==> config.mk <==
export PLATFORM = sky130hd
export DESIGN_NAME = keyframe_vector_sampler_unit_flat
export DESIGN_NICKNAME = d
export VERILOG_FILES = /design/src/sv/kvs_pkg.sv /design/src/sv/kvs_in_if.sv /design/src/sv/kvs_out_if.sv /design/src/sv/kvs_ram.sv /design/src/sv/keyframe_vector_sampler_unit.sv /design/src/flat_wrapper.sv
export SDC_FILE = /design/constraint.sdc
export NUM_CORES = 2
export LEC_CHECK = 0
export BUFFER_PORTS_ARGS = -buffer_cell sky130_fd_sc_hd__buf_4
export CAP_MARGIN = 5
export CORE_MARGIN = 3
export CORE_UTILIZATION = 50
export DETAILED_ROUTE_END_ITERATION = 10
export MAX_ROUTING_LAYER = met4
export PLACE_DENSITY = 0.74
export SLEW_MARGIN = 20
export SYNTH_ARGS = -nofsm -noshare
export SYNTH_HDL_FRONTEND = slang
export SYNTH_HIERARCHICAL = 1
export SYNTH_SLANG_ARGS = --single-unit
export TNS_END_PERCENT = 10
==> constraint.sdc <==
create_clock -name clk -period 38.1 [get_ports clk]
set_clock_uncertainty 0.1 [all_clocks]
set_input_delay 5.715 -clock clk [delete_from_list [all_inputs] [get_ports clk]]
set_output_delay 5.715 -clock clk [all_outputs]
set_load 0.03 [all_outputs]
==> src/sv/kvs_pkg.sv <==
// Shared constants and types for the keyframe vector sampler.
`timescale 1ns / 1ps
package kvs_pkg;

  localparam int MAX_KEYS = 16;
  localparam int KEY_AW   = $clog2(MAX_KEYS);
  localparam int CNT_W    = $clog2(MAX_KEYS + 1);

  localparam int TIME_W     = 31;
  localparam int VAL_W      = 32;
  localparam int IDX_W      = 4;
  localparam int KCNT_W     = 5;
  localparam int CFG_IDX_W  = 2;
  localparam int CFG_DATA_W = 31;

  // restoring divider: 32 steps for the time wrap, 17 for the fraction
  localparam int MOD_STEPS = 32;
  localparam int FRAC_W    = 17;
  localparam int DCNT_W    = $clog2(MOD_STEPS + 1);
  localparam logic [FRAC_W-1:0] FRAC_ONE = 17'h10000;

  localparam logic [KCNT_W-1:0] KEY_COUNT_RST = 5'd1;
  localparam logic [TIME_W-1:0] DURATION_RST  = 31'd65536;

  localparam logic FUNC_WRITE  = 1'b0;
  localparam logic FUNC_SAMPLE = 1'b1;

  typedef enum logic [CFG_IDX_W-1:0] {
    REG_KEY_COUNT = 2'd0,
    REG_DURATION  = 2'd1
  } cfg_reg_t;

  // v[0] = x, v[1] = y, v[2] = z
  typedef struct packed {
    logic [TIME_W-1:0]           t;
    logic [2:0][VAL_W-1:0]       v;
  } key_entry_t;

  localparam int KEY_W = $bits(key_entry_t);

endpackage

==> src/sv/kvs_in_if.sv <==
// Input channel: keyframe writes and sample requests.
`timescale 1ns / 1ps
interface kvs_in_if;
  logic                              valid;
  logic                              ready;
  logic                              func;
  logic [kvs_pkg::IDX_W-1:0]         key_index;
  logic [kvs_pkg::TIME_W-1:0]        key_time;
  logic signed [kvs_pkg::VAL_W-1:0]  key_x;
  logic signed [kvs_pkg::VAL_W-1:0]  key_y;
  logic signed [kvs_pkg::VAL_W-1:0]  key_z;
  logic signed [kvs_pkg::VAL_W-1:0]  delta_time;

  modport source (
    output valid, func, key_index, key_time, key_x, key_y, key_z, delta_time,
    input  ready
  );
  modport sink (
    input  valid, func, key_index, key_time, key_x, key_y, key_z, delta_time,
    output ready
  );
endinterface

==> src/sv/kvs_out_if.sv <==
// Result channel: interpolated xyz and wrapped time.
`timescale 1ns / 1ps
interface kvs_out_if;
  logic                              valid;
  logic                              ready;
  logic signed [kvs_pkg::VAL_W-1:0]  out_x;
  logic signed [kvs_pkg::VAL_W-1:0]  out_y;
  logic signed [kvs_pkg::VAL_W-1:0]  out_z;
  logic [kvs_pkg::TIME_W-1:0]        anim_time;

  modport source (
    output valid, out_x, out_y, out_z, anim_time,
    input  ready
  );
  modport sink (
    input  valid, out_x, out_y, out_z, anim_time,
    output ready
  );
endinterface

==> src/sv/kvs_ram.sv <==
// Generic single-write, single-read RAM with registered read data.
`timescale 1ns / 1ps
module kvs_ram #(
  parameter int WIDTH = 32,
  parameter int DEPTH = 16
) (
  input  logic                     clk,
  input  logic                     wr_en,
  input  logic [$clog2(DEPTH)-1:0] wr_addr,
  input  logic [WIDTH-1:0]         wr_data,
  input  logic [$clog2(DEPTH)-1:0] rd_addr,
  output logic [WIDTH-1:0]         rd_data
);

  logic [WIDTH-1:0] mem [DEPTH];

  always_ff @(posedge clk) begin
    if (wr_en) begin
      mem[wr_addr] <= wr_data;
    end
    rd_data <= mem[rd_addr];
  end

endmodule

==> src/sv/keyframe_vector_sampler_unit.sv <==
// Keyframe table with time wrap, key search and linear xyz interpolation.
// Keyframe write: taken in one cycle, no result.
// Sample: 5 cycles (time before or at key 0, or one key) up to about 79 cycles:
//   2 for the time step, 32 more when the wrap needs the shared divider, one RAM
//   read per key searched, 18 for the fraction on the same divider, 9 for lerp.
// One item at a time; the result register frees the input while a result waits.
// Reset (synchronous, active low): time 0, key_count 1, duration 1.0; the key
//   table is not cleared and holds nothing until written.
`timescale 1ns / 1ps
module keyframe_vector_sampler_unit (
  input  logic                           clk,
  input  logic                           rst_n,
  kvs_in_if.sink                         in_ch,
  kvs_out_if.source                      out_ch,
  input  logic                           cfg_we,
  input  logic [kvs_pkg::CFG_IDX_W-1:0]  cfg_index,
  input  logic [kvs_pkg::CFG_DATA_W-1:0] cfg_wdata
);
  import kvs_pkg::*;

  typedef enum logic [3:0] {
    S_IDLE, S_ADD, S_WRAP, S_MOD, S_RD0, S_K0, S_SCAN,
    S_FINIT, S_FDIV, S_L_SUB, S_L_MUL, S_L_ADD, S_DONE
  } state_t;

  state_t                   state_r, state_nxt;
  logic [KCNT_W-1:0]        key_count_r, key_count_nxt;
  logic [TIME_W-1:0]        duration_r, duration_nxt;
  logic [TIME_W-1:0]        anim_time_r, anim_time_nxt;
  logic                     out_valid_r, out_valid_nxt;

  logic [CNT_W-1:0]         idx_r, idx_nxt;
  logic [DCNT_W-1:0]        cnt_r, cnt_nxt;
  logic [VAL_W-1:0]         delta_r, delta_nxt;
  logic [VAL_W:0]           sum_r, sum_nxt;
  logic [TIME_W-1:0]        rem_r, rem_nxt;
  logic [VAL_W-1:0]         dvd_r, dvd_nxt;
  logic [FRAC_W-1:0]        q_r, q_nxt;
  logic [TIME_W-1:0]        div_d_r, div_d_nxt;
  key_entry_t               prev_r, prev_nxt;
  key_entry_t               hi_r, hi_nxt;
  logic [FRAC_W-1:0]        frac_r, frac_nxt;
  logic [1:0]               comp_r, comp_nxt;
  logic signed [VAL_W:0]    diff_r, diff_nxt;
  logic signed [VAL_W+FRAC_W+1:0] prod_r, prod_nxt;
  logic [2:0][VAL_W-1:0]    res_r, res_nxt;
  logic [VAL_W-1:0]         out_x_r, out_x_nxt;
  logic [VAL_W-1:0]         out_y_r, out_y_nxt;
  logic [VAL_W-1:0]         out_z_r, out_z_nxt;
  logic [TIME_W-1:0]        out_time_r, out_time_nxt;

  logic                     in_acc;
  logic                     ram_we;
  key_entry_t               ram_wdata;
  logic [KEY_W-1:0]         ram_rdata;
  key_entry_t               rd_e;
  logic [CNT_W-1:0]         n_eff;

  // shared divider step
  logic [VAL_W-1:0]         div_r2;
  logic                     div_ge;
  logic [TIME_W-1:0]        rem_step;
  logic [FRAC_W-1:0]        q_step;

  logic [VAL_W:0]           wsum;
  logic [TIME_W-1:0]        dt, dd;
  logic                     hit;
  logic [VAL_W-1:0]         lerp_a, lerp_b;
  logic signed [FRAC_W:0]   frac_s;

  assign in_ch.ready = (state_r == S_IDLE);
  assign in_acc      = in_ch.valid && in_ch.ready;

  assign ram_we = in_acc && (in_ch.func == FUNC_WRITE) && (32'(in_ch.key_index) < MAX_KEYS);
  assign ram_wdata.t = in_ch.key_time;
  assign ram_wdata.v = {in_ch.key_z, in_ch.key_y, in_ch.key_x};
  assign rd_e        = key_entry_t'(ram_rdata);

  kvs_ram #(
    .WIDTH (KEY_W),
    .DEPTH (MAX_KEYS)
  ) u_key_ram (
    .clk     (clk),
    .wr_en   (ram_we),
    .wr_addr (KEY_AW'(in_ch.key_index)),
    .wr_data (ram_wdata),
    .rd_addr (idx_r[KEY_AW-1:0]),
    .rd_data (ram_rdata)
  );

  always_comb begin
    if (key_count_r == '0) begin
      n_eff = CNT_W'(1);
    end else if (32'(key_count_r) > MAX_KEYS) begin
      n_eff = CNT_W'(MAX_KEYS);
    end else begin
      n_eff = CNT_W'(key_count_r);
    end
  end

  assign div_r2   = {rem_r, dvd_r[VAL_W-1]};
  assign div_ge   = div_r2 >= {1'b0, div_d_r};
  assign rem_step = div_ge ? TIME_W'(div_r2 - {1'b0, div_d_r}) : div_r2[TIME_W-1:0];
  assign q_step   = {q_r[FRAC_W-2:0], div_ge};

  assign wsum   = sum_r + {2'b00, duration_r};
  assign dt     = anim_time_r - prev_r.t;
  assign dd     = hi_r.t - prev_r.t;
  assign hit    = (prev_r.t <= anim_time_r) && (anim_time_r <= rd_e.t);
  assign lerp_a = prev_r.v[comp_r];
  assign lerp_b = hi_r.v[comp_r];
  assign frac_s = {1'b0, frac_r};

  always_comb begin
    state_nxt     = state_r;
    key_count_nxt = key_count_r;
    duration_nxt  = duration_r;
    anim_time_nxt = anim_time_r;
    out_valid_nxt = out_valid_r && !out_ch.ready;
    idx_nxt       = idx_r;
    cnt_nxt       = cnt_r;
    delta_nxt     = delta_r;
    sum_nxt       = sum_r;
    rem_nxt       = rem_r;
    dvd_nxt       = dvd_r;
    q_nxt         = q_r;
    div_d_nxt     = div_d_r;
    prev_nxt      = prev_r;
    hi_nxt        = hi_r;
    frac_nxt      = frac_r;
    comp_nxt      = comp_r;
    diff_nxt      = diff_r;
    prod_nxt      = prod_r;
    res_nxt       = res_r;
    out_x_nxt     = out_x_r;
    out_y_nxt     = out_y_r;
    out_z_nxt     = out_z_r;
    out_time_nxt  = out_time_r;

    if (cfg_we) begin
      if (cfg_index == REG_KEY_COUNT) begin
        key_count_nxt = cfg_wdata[KCNT_W-1:0];
      end else if (cfg_index == REG_DURATION) begin
        duration_nxt = cfg_wdata[TIME_W-1:0];
      end
    end

    case (state_r)
      S_IDLE: begin
        if (in_acc && in_ch.func == FUNC_SAMPLE) begin
          delta_nxt = in_ch.delta_time;
          state_nxt = S_ADD;
        end
      end
      S_ADD: begin
        sum_nxt   = {2'b00, anim_time_r} + {delta_r[VAL_W-1], delta_r};
        state_nxt = S_WRAP;
      end
      S_WRAP: begin
        idx_nxt   = '0;
        state_nxt = S_RD0;
        if (sum_r[VAL_W]) begin
          // negative: add the duration once, clamp at zero
          anim_time_nxt = wsum[VAL_W] ? '0 : wsum[TIME_W-1:0];
        end else if (duration_r == '0) begin
          anim_time_nxt = '0;
        end else if (sum_r[VAL_W-1:0] < {1'b0, duration_r}) begin
          anim_time_nxt = sum_r[TIME_W-1:0];
        end else begin
          rem_nxt   = '0;
          dvd_nxt   = sum_r[VAL_W-1:0];
          div_d_nxt = duration_r;
          cnt_nxt   = DCNT_W'(MOD_STEPS);
          state_nxt = S_MOD;
        end
      end
      S_MOD: begin
        rem_nxt = rem_step;
        dvd_nxt = {dvd_r[VAL_W-2:0], 1'b0};
        cnt_nxt = cnt_r - 1'b1;
        if (cnt_r == DCNT_W'(1)) begin
          anim_time_nxt = rem_step;
          state_nxt     = S_RD0;
        end
      end
      S_RD0: begin
        idx_nxt   = CNT_W'(1);
        state_nxt = S_K0;
      end
      S_K0: begin
        idx_nxt  = CNT_W'(2);
        prev_nxt = rd_e;
        if (n_eff == CNT_W'(1) || anim_time_r <= rd_e.t) begin
          res_nxt   = rd_e.v;
          state_nxt = S_DONE;
        end else begin
          state_nxt = S_SCAN;
        end
      end
      S_SCAN: begin
        // read data is key idx_r-1, prev_r holds key idx_r-2
        if (hit) begin
          hi_nxt    = rd_e;
          state_nxt = S_FINIT;
        end else if (idx_r == n_eff) begin
          res_nxt   = rd_e.v;
          state_nxt = S_DONE;
        end else begin
          prev_nxt = rd_e;
          idx_nxt  = idx_r + 1'b1;
        end
      end
      S_FINIT: begin
        comp_nxt = '0;
        if (dd == '0) begin
          frac_nxt  = '0;
          state_nxt = S_L_SUB;
        end else begin
          // dt <= dd, so (dt >> 1) < dd keeps the remainder invariant
          rem_nxt   = {1'b0, dt[TIME_W-1:1]};
          dvd_nxt   = {dt[0], {(VAL_W-1){1'b0}}};
          div_d_nxt = dd;
          q_nxt     = '0;
          cnt_nxt   = DCNT_W'(FRAC_W);
          state_nxt = S_FDIV;
        end
      end
      S_FDIV: begin
        rem_nxt = rem_step;
        dvd_nxt = {dvd_r[VAL_W-2:0], 1'b0};
        q_nxt   = q_step;
        cnt_nxt = cnt_r - 1'b1;
        if (cnt_r == DCNT_W'(1)) begin
          frac_nxt  = q_step;
          state_nxt = S_L_SUB;
        end
      end
      S_L_SUB: begin
        diff_nxt  = {lerp_b[VAL_W-1], lerp_b} - {lerp_a[VAL_W-1], lerp_a};
        state_nxt = S_L_MUL;
      end
      S_L_MUL: begin
        prod_nxt  = (VAL_W+FRAC_W+2)'(diff_r) * (VAL_W+FRAC_W+2)'(frac_s);
        state_nxt = S_L_ADD;
      end
      S_L_ADD: begin
        // floor of product / 2^16, kept to 32 bits
        res_nxt[comp_r] = lerp_a + prod_r[VAL_W+15:16];
        if (comp_r == 2'd2) begin
          state_nxt = S_DONE;
        end else begin
          comp_nxt  = comp_r + 1'b1;
          state_nxt = S_L_SUB;
        end
      end
      S_DONE: begin
        if (!out_valid_r || out_ch.ready) begin
          out_x_nxt     = res_r[0];
          out_y_nxt     = res_r[1];
          out_z_nxt     = res_r[2];
          out_time_nxt  = anim_time_r;
          out_valid_nxt = 1'b1;
          state_nxt     = S_IDLE;
        end
      end
      default: begin
        state_nxt = S_IDLE;
      end
    endcase
  end

  always_ff @(posedge clk) begin
    idx_r      <= idx_nxt;
    cnt_r      <= cnt_nxt;
    delta_r    <= delta_nxt;
    sum_r      <= sum_nxt;
    rem_r      <= rem_nxt;
    dvd_r      <= dvd_nxt;
    q_r        <= q_nxt;
    div_d_r    <= div_d_nxt;
    prev_r     <= prev_nxt;
    hi_r       <= hi_nxt;
    frac_r     <= frac_nxt;
    comp_r     <= comp_nxt;
    diff_r     <= diff_nxt;
    prod_r     <= prod_nxt;
    res_r      <= res_nxt;
    out_x_r    <= out_x_nxt;
    out_y_r    <= out_y_nxt;
    out_z_r    <= out_z_nxt;
    out_time_r <= out_time_nxt;
    if (!rst_n) begin
      state_r     <= S_IDLE;
      key_count_r <= KEY_COUNT_RST;
      duration_r  <= DURATION_RST;
      anim_time_r <= '0;
      out_valid_r <= 1'b0;
    end else begin
      state_r     <= state_nxt;
      key_count_r <= key_count_nxt;
      duration_r  <= duration_nxt;
      anim_time_r <= anim_time_nxt;
      out_valid_r <= out_valid_nxt;
    end
  end

  assign out_ch.valid     = out_valid_r;
  assign out_ch.out_x     = out_x_r;
  assign out_ch.out_y     = out_y_r;
  assign out_ch.out_z     = out_z_r;
  assign out_ch.anim_time = out_time_r;

`ifndef SYNTHESIS
  a_div_rem_below_divisor: assert property (@(posedge clk) disable iff (!rst_n)
    (state_r == S_MOD || state_r == S_FDIV) |-> (rem_r < div_d_r))
    else $error("divider remainder not below divisor");

  a_frac_in_range: assert property (@(posedge clk) disable iff (!rst_n)
    (state_r == S_L_MUL) |-> (frac_r <= FRAC_ONE))
    else $error("interpolation fraction above one");

  a_result_from_done: assert property (@(posedge clk) disable iff (!rst_n)
    $rose(out_valid_r) |-> $past(state_r == S_DONE))
    else $error("result presented outside the done step");
`endif

endmodule
==> src/flat_wrapper.sv <==
// flat-port wrapper written by rule: the top's interface ports become plain ports
module keyframe_vector_sampler_unit_flat import kvs_pkg::*;
  (clk, rst_n, cfg_we, cfg_index, cfg_wdata, in_ch_valid, in_ch_func, in_ch_key_index, in_ch_key_time, in_ch_key_x, in_ch_key_y, in_ch_key_z, in_ch_delta_time, in_ch_ready, out_ch_valid, out_ch_out_x, out_ch_out_y, out_ch_out_z, out_ch_anim_time, out_ch_ready);
  kvs_in_if in_ch_i ();
  kvs_out_if out_ch_i ();
  input  logic clk;
  input  logic rst_n;
  input  logic cfg_we;
  input  logic [kvs_pkg::CFG_IDX_W-1:0] cfg_index;
  input  logic [kvs_pkg::CFG_DATA_W-1:0] cfg_wdata;
  input wire logic [$bits(in_ch_i.valid)-1:0] in_ch_valid;
  input wire logic [$bits(in_ch_i.func)-1:0] in_ch_func;
  input wire logic [$bits(in_ch_i.key_index)-1:0] in_ch_key_index;
  input wire logic [$bits(in_ch_i.key_time)-1:0] in_ch_key_time;
  input wire logic [$bits(in_ch_i.key_x)-1:0] in_ch_key_x;
  input wire logic [$bits(in_ch_i.key_y)-1:0] in_ch_key_y;
  input wire logic [$bits(in_ch_i.key_z)-1:0] in_ch_key_z;
  input wire logic [$bits(in_ch_i.delta_time)-1:0] in_ch_delta_time;
  output wire logic [$bits(in_ch_i.ready)-1:0] in_ch_ready;
  output wire logic [$bits(out_ch_i.valid)-1:0] out_ch_valid;
  output wire logic [$bits(out_ch_i.out_x)-1:0] out_ch_out_x;
  output wire logic [$bits(out_ch_i.out_y)-1:0] out_ch_out_y;
  output wire logic [$bits(out_ch_i.out_z)-1:0] out_ch_out_z;
  output wire logic [$bits(out_ch_i.anim_time)-1:0] out_ch_anim_time;
  input wire logic [$bits(out_ch_i.ready)-1:0] out_ch_ready;
  assign in_ch_i.valid = in_ch_valid;
  assign in_ch_i.func = in_ch_func;
  assign in_ch_i.key_index = in_ch_key_index;
  assign in_ch_i.key_time = in_ch_key_time;
  assign in_ch_i.key_x = in_ch_key_x;
  assign in_ch_i.key_y = in_ch_key_y;
  assign in_ch_i.key_z = in_ch_key_z;
  assign in_ch_i.delta_time = in_ch_delta_time;
  assign in_ch_ready = in_ch_i.ready;
  assign out_ch_valid = out_ch_i.valid;
  assign out_ch_out_x = out_ch_i.out_x;
  assign out_ch_out_y = out_ch_i.out_y;
  assign out_ch_out_z = out_ch_i.out_z;
  assign out_ch_anim_time = out_ch_i.anim_time;
  assign out_ch_i.ready = out_ch_ready;
  keyframe_vector_sampler_unit u_core (.clk(clk), .rst_n(rst_n), .in_ch(in_ch_i), .out_ch(out_ch_i), .cfg_we(cfg_we), .cfg_index(cfg_index), .cfg_wdata(cfg_wdata));
endmodule
==> impl_results.md <==
* Die Area at 285700 µm²
* Hold WC Path Type: reg2reg
* Post-synthesis cell count at 9002
* Global route overflow at 0
* Nets at 10520
* Area Overhead vs Synth at 12.05%
* CTS root buf: clkbuf_16
* Initial antenna violation count at 59
* Critical Path Sink Type: flop
* CP max FO at 48
* CORE AREA at 277200 µm²
* Register area share after synthesis at 0.6261
* RSZ-0062 raised after global routing: no
* Initial Util at 0.5038
* Syn nets at 10120
* Pwr Density at 56.81 nW/µm²
* Critical path type: in2reg
* Vias in the first global route at 82310
* Clk slew on worst S/H paths at 0.06 ns
* Post-route DRC at 0
* Drt wl/cell at 27.59 µm
* H-tree depth at 5
* Pwr Total at 8.889 mW
* Maxcap violations at 0
* Yosys cell types at 93
* Commonest non-fill, non-tap cells in the layout: edfxtp_1 (2779), inv_1 (858), nand2_1 (632)
* Worst Setup Start Kind: input port
* Die Y at 534.5 µm
* Fraction of final layout cells sized beyond drive strength 1 at 0.1586
* Peak supply drop at 0.04398 mV
* Setup ws final at 28.46 ns
* CTS buffer count at 303
* Post-route setup TNS at 0 ns
* Rows at 193
* Commonest non-fill, non-tap cell in the layout: edfxtp_1
* F_max at 103.7 MHz
* Worst Tran Pin Value at 1.139 ns
* Post-route cell area at 156500 µm²
* # Post-CTS Setup Buffers at 0
* FFs w/ async S/R, synth at 0
* IO Port Bufs at 330
* DRT antenna net count at 0
* Placed Area at 146600 µm²
* Synth warn at 6
* Syn_area_per_cell at 15.51 µm²
* Minimum clock period at 9.641 ns
* Skew-Pair Late Insertion Delay at 0.92 ns
* Largest net degree at the start of global routing at 118
* First-pass DRT Iterations at 6
* DR iter-0 viols at 9001
* Outcome: finished clean
* Synthesized flop and latch total at 2978
* Final WL at 369.6 mm
* Via/cell ratio at 6.006
* First-pass GRT wire length at 547.1 mm
* Crit path DAT at 10.06 ns
* Die outline width at 534.5 µm
* CTS tree: yes
* Period utilisation layout at 0.2530
* Final Hold Vio Count at 0
* Leakage power at 57.46 nW
* Fin. max-slew vios at 0
* Final number of setup-violating endpoints at 0
* DP Worst Slack at 27.17 ns
* Total GRT Usage at 0.2654
* # IOs at 331
* Post-synthesis cell area at 139700 µm²
* Hold-fix buffers, CTS at 0
* Post-DP HPWL at 241.4 mm
* Via count at 80470
* Post_cts resized at 0
* Clock sink count at 2978
* Gpl congestion at 0.9407
* Req. time, crit path at 38.52 ns
* Top_reg_cell synth: edfxtp_1
* Longest Clk Path Bufs at 4
* Post-synth EDFFs at 2779
* Slew HR at 0.2406
synthesized netlist by cell type, types with 118 or more instances:
library cell  instances  area [µm²]
a21o_1              118       885.9
a21oi_1             272        1361
a22oi_1             224        1682
and2_1              347        2171
clkbuf_1            237       889.6
dfxtp_1             199        3984
edfxtp_1           2779       83450
fa_1                521       10430
ha_1                395        4942
inv_1               859        3224
mux4_2              478       10770
nand2_1             633        2376
nor2_1              248       930.9
o21ai_0             197       986.0
xnor2_1             168        1471
area by class of cell:
cell class	count	area [µm²]
fillers	20930	120700
flip-flops and latches	2978	87430
clock inverters	162	1643
clock buffers	386	8074
multi-input cells	4786	47610
well taps	3705	4636
repair buffers	474	3727
inverters	862	3241
diodes	46	115.1
power by group:
group          leakage [nW]  switching (mW)  internal (mW)
Sequential             26.7           0.159           3.83
Clock                  4.72            1.26           1.66
Combinational          26.0            1.21          0.770
Total                  57.5            2.62           6.26
per-layer routing:
metal | vias up | global-route usage | routed length, µm
met4 | 0 | 0.1081 | 14980
met2 | 4032 | 0.4088 | 176600
met3 | 672 | 0.05156 | 33700
li1 | 34360 | - | -
met1 | 41410 | 0.3495 | 144300
met5 | - | - | 0
kinds of logic after synthesis:
group | count (synthesis) | synth area share
multiplexers | 638 | 0.08907
XOR/XNOR | 240 | 0.01505
AO/OA/AOI/OAI | 1379 | 0.06858
buffers and inverters | 1238 | 0.03497
adder cells (fa/ha/maj) | 916 | 0.1101
AND/OR/NAND/NOR | 1613 | 0.05618
flip-flops | 2978 | 0.6261
critical path: stages:
cell	delay, ns
buf_4	0.08
nand2_1	0.05
nor2_1	0.73
buf_4	0.28
nand3b_1	0.33
nor3_4	0.70
buf_4	0.76
buf_4	0.65
buf_4	0.61
path summary, 6_finish.rpt:
kind | startpoint | to | slack (ns) | depth (start not counted)
max | in_ch_valid | u_core/u_key_ram/mem[4][56]$_DFFE_PP_ | 28.46 | 9
min | u_core/res_r[90]$_DFFE_PP_ | u_core/out_ch.out_z[26]$_DFFE_PP_ | 0.32 | 0
max reg2reg | u_core/diff_r[9]$_DFFE_PP_ | u_core/prod_r[47]$_DFFE_PP_ | 30.26 | 23
min reg2reg | u_core/res_r[90]$_DFFE_PP_ | u_core/out_ch.out_z[26]$_DFFE_PP_ | 0.32 | 0
stage by stage:
| stage | utilization | hold WS, ns | cells |
|---|---|---|---|
| 5_1_grt | 0.5644 | 0.3229 | 13400 |
| 3_5_place_dp | 0.5288 | 0.3045 | 12800 |
| 6_report | 0.5645 | 0.3175 | 13400 |
| 2_1_floorplan | - | 0.3003 | 9002 |
| 4_1_cts | 0.5639 | 0.3174 | 13350 |
| 3_3_place_gp | 0.5286 | 0.3045 | 12800 |
sequential cells by signal, summed over array words and instances (netlist names), 16 cells and up:
name	flops
u_core/out_ch.out_x	32
u_core/hi_r	127
u_core/frac_r	17
u_core/u_key_ram/mem	2032
u_core/div_d_r	31
u_core/out_ch.out_y	32
u_core/out_ch.anim_time	31
u_core/u_key_ram/rd_data	127
u_core/dvd_r	32
u_core/duration_r	31
u_core/res_r	96
u_core/anim_time_r	31
u_core/prod_r	32
u_core/q_r	16
u_core/delta_r	32
u_core/sum_r	33
u_core/rem_r	31
u_core/out_ch.out_z	32
u_core/prev_r	127
u_core/diff_r	33
(Power assumes the default switching activity.)
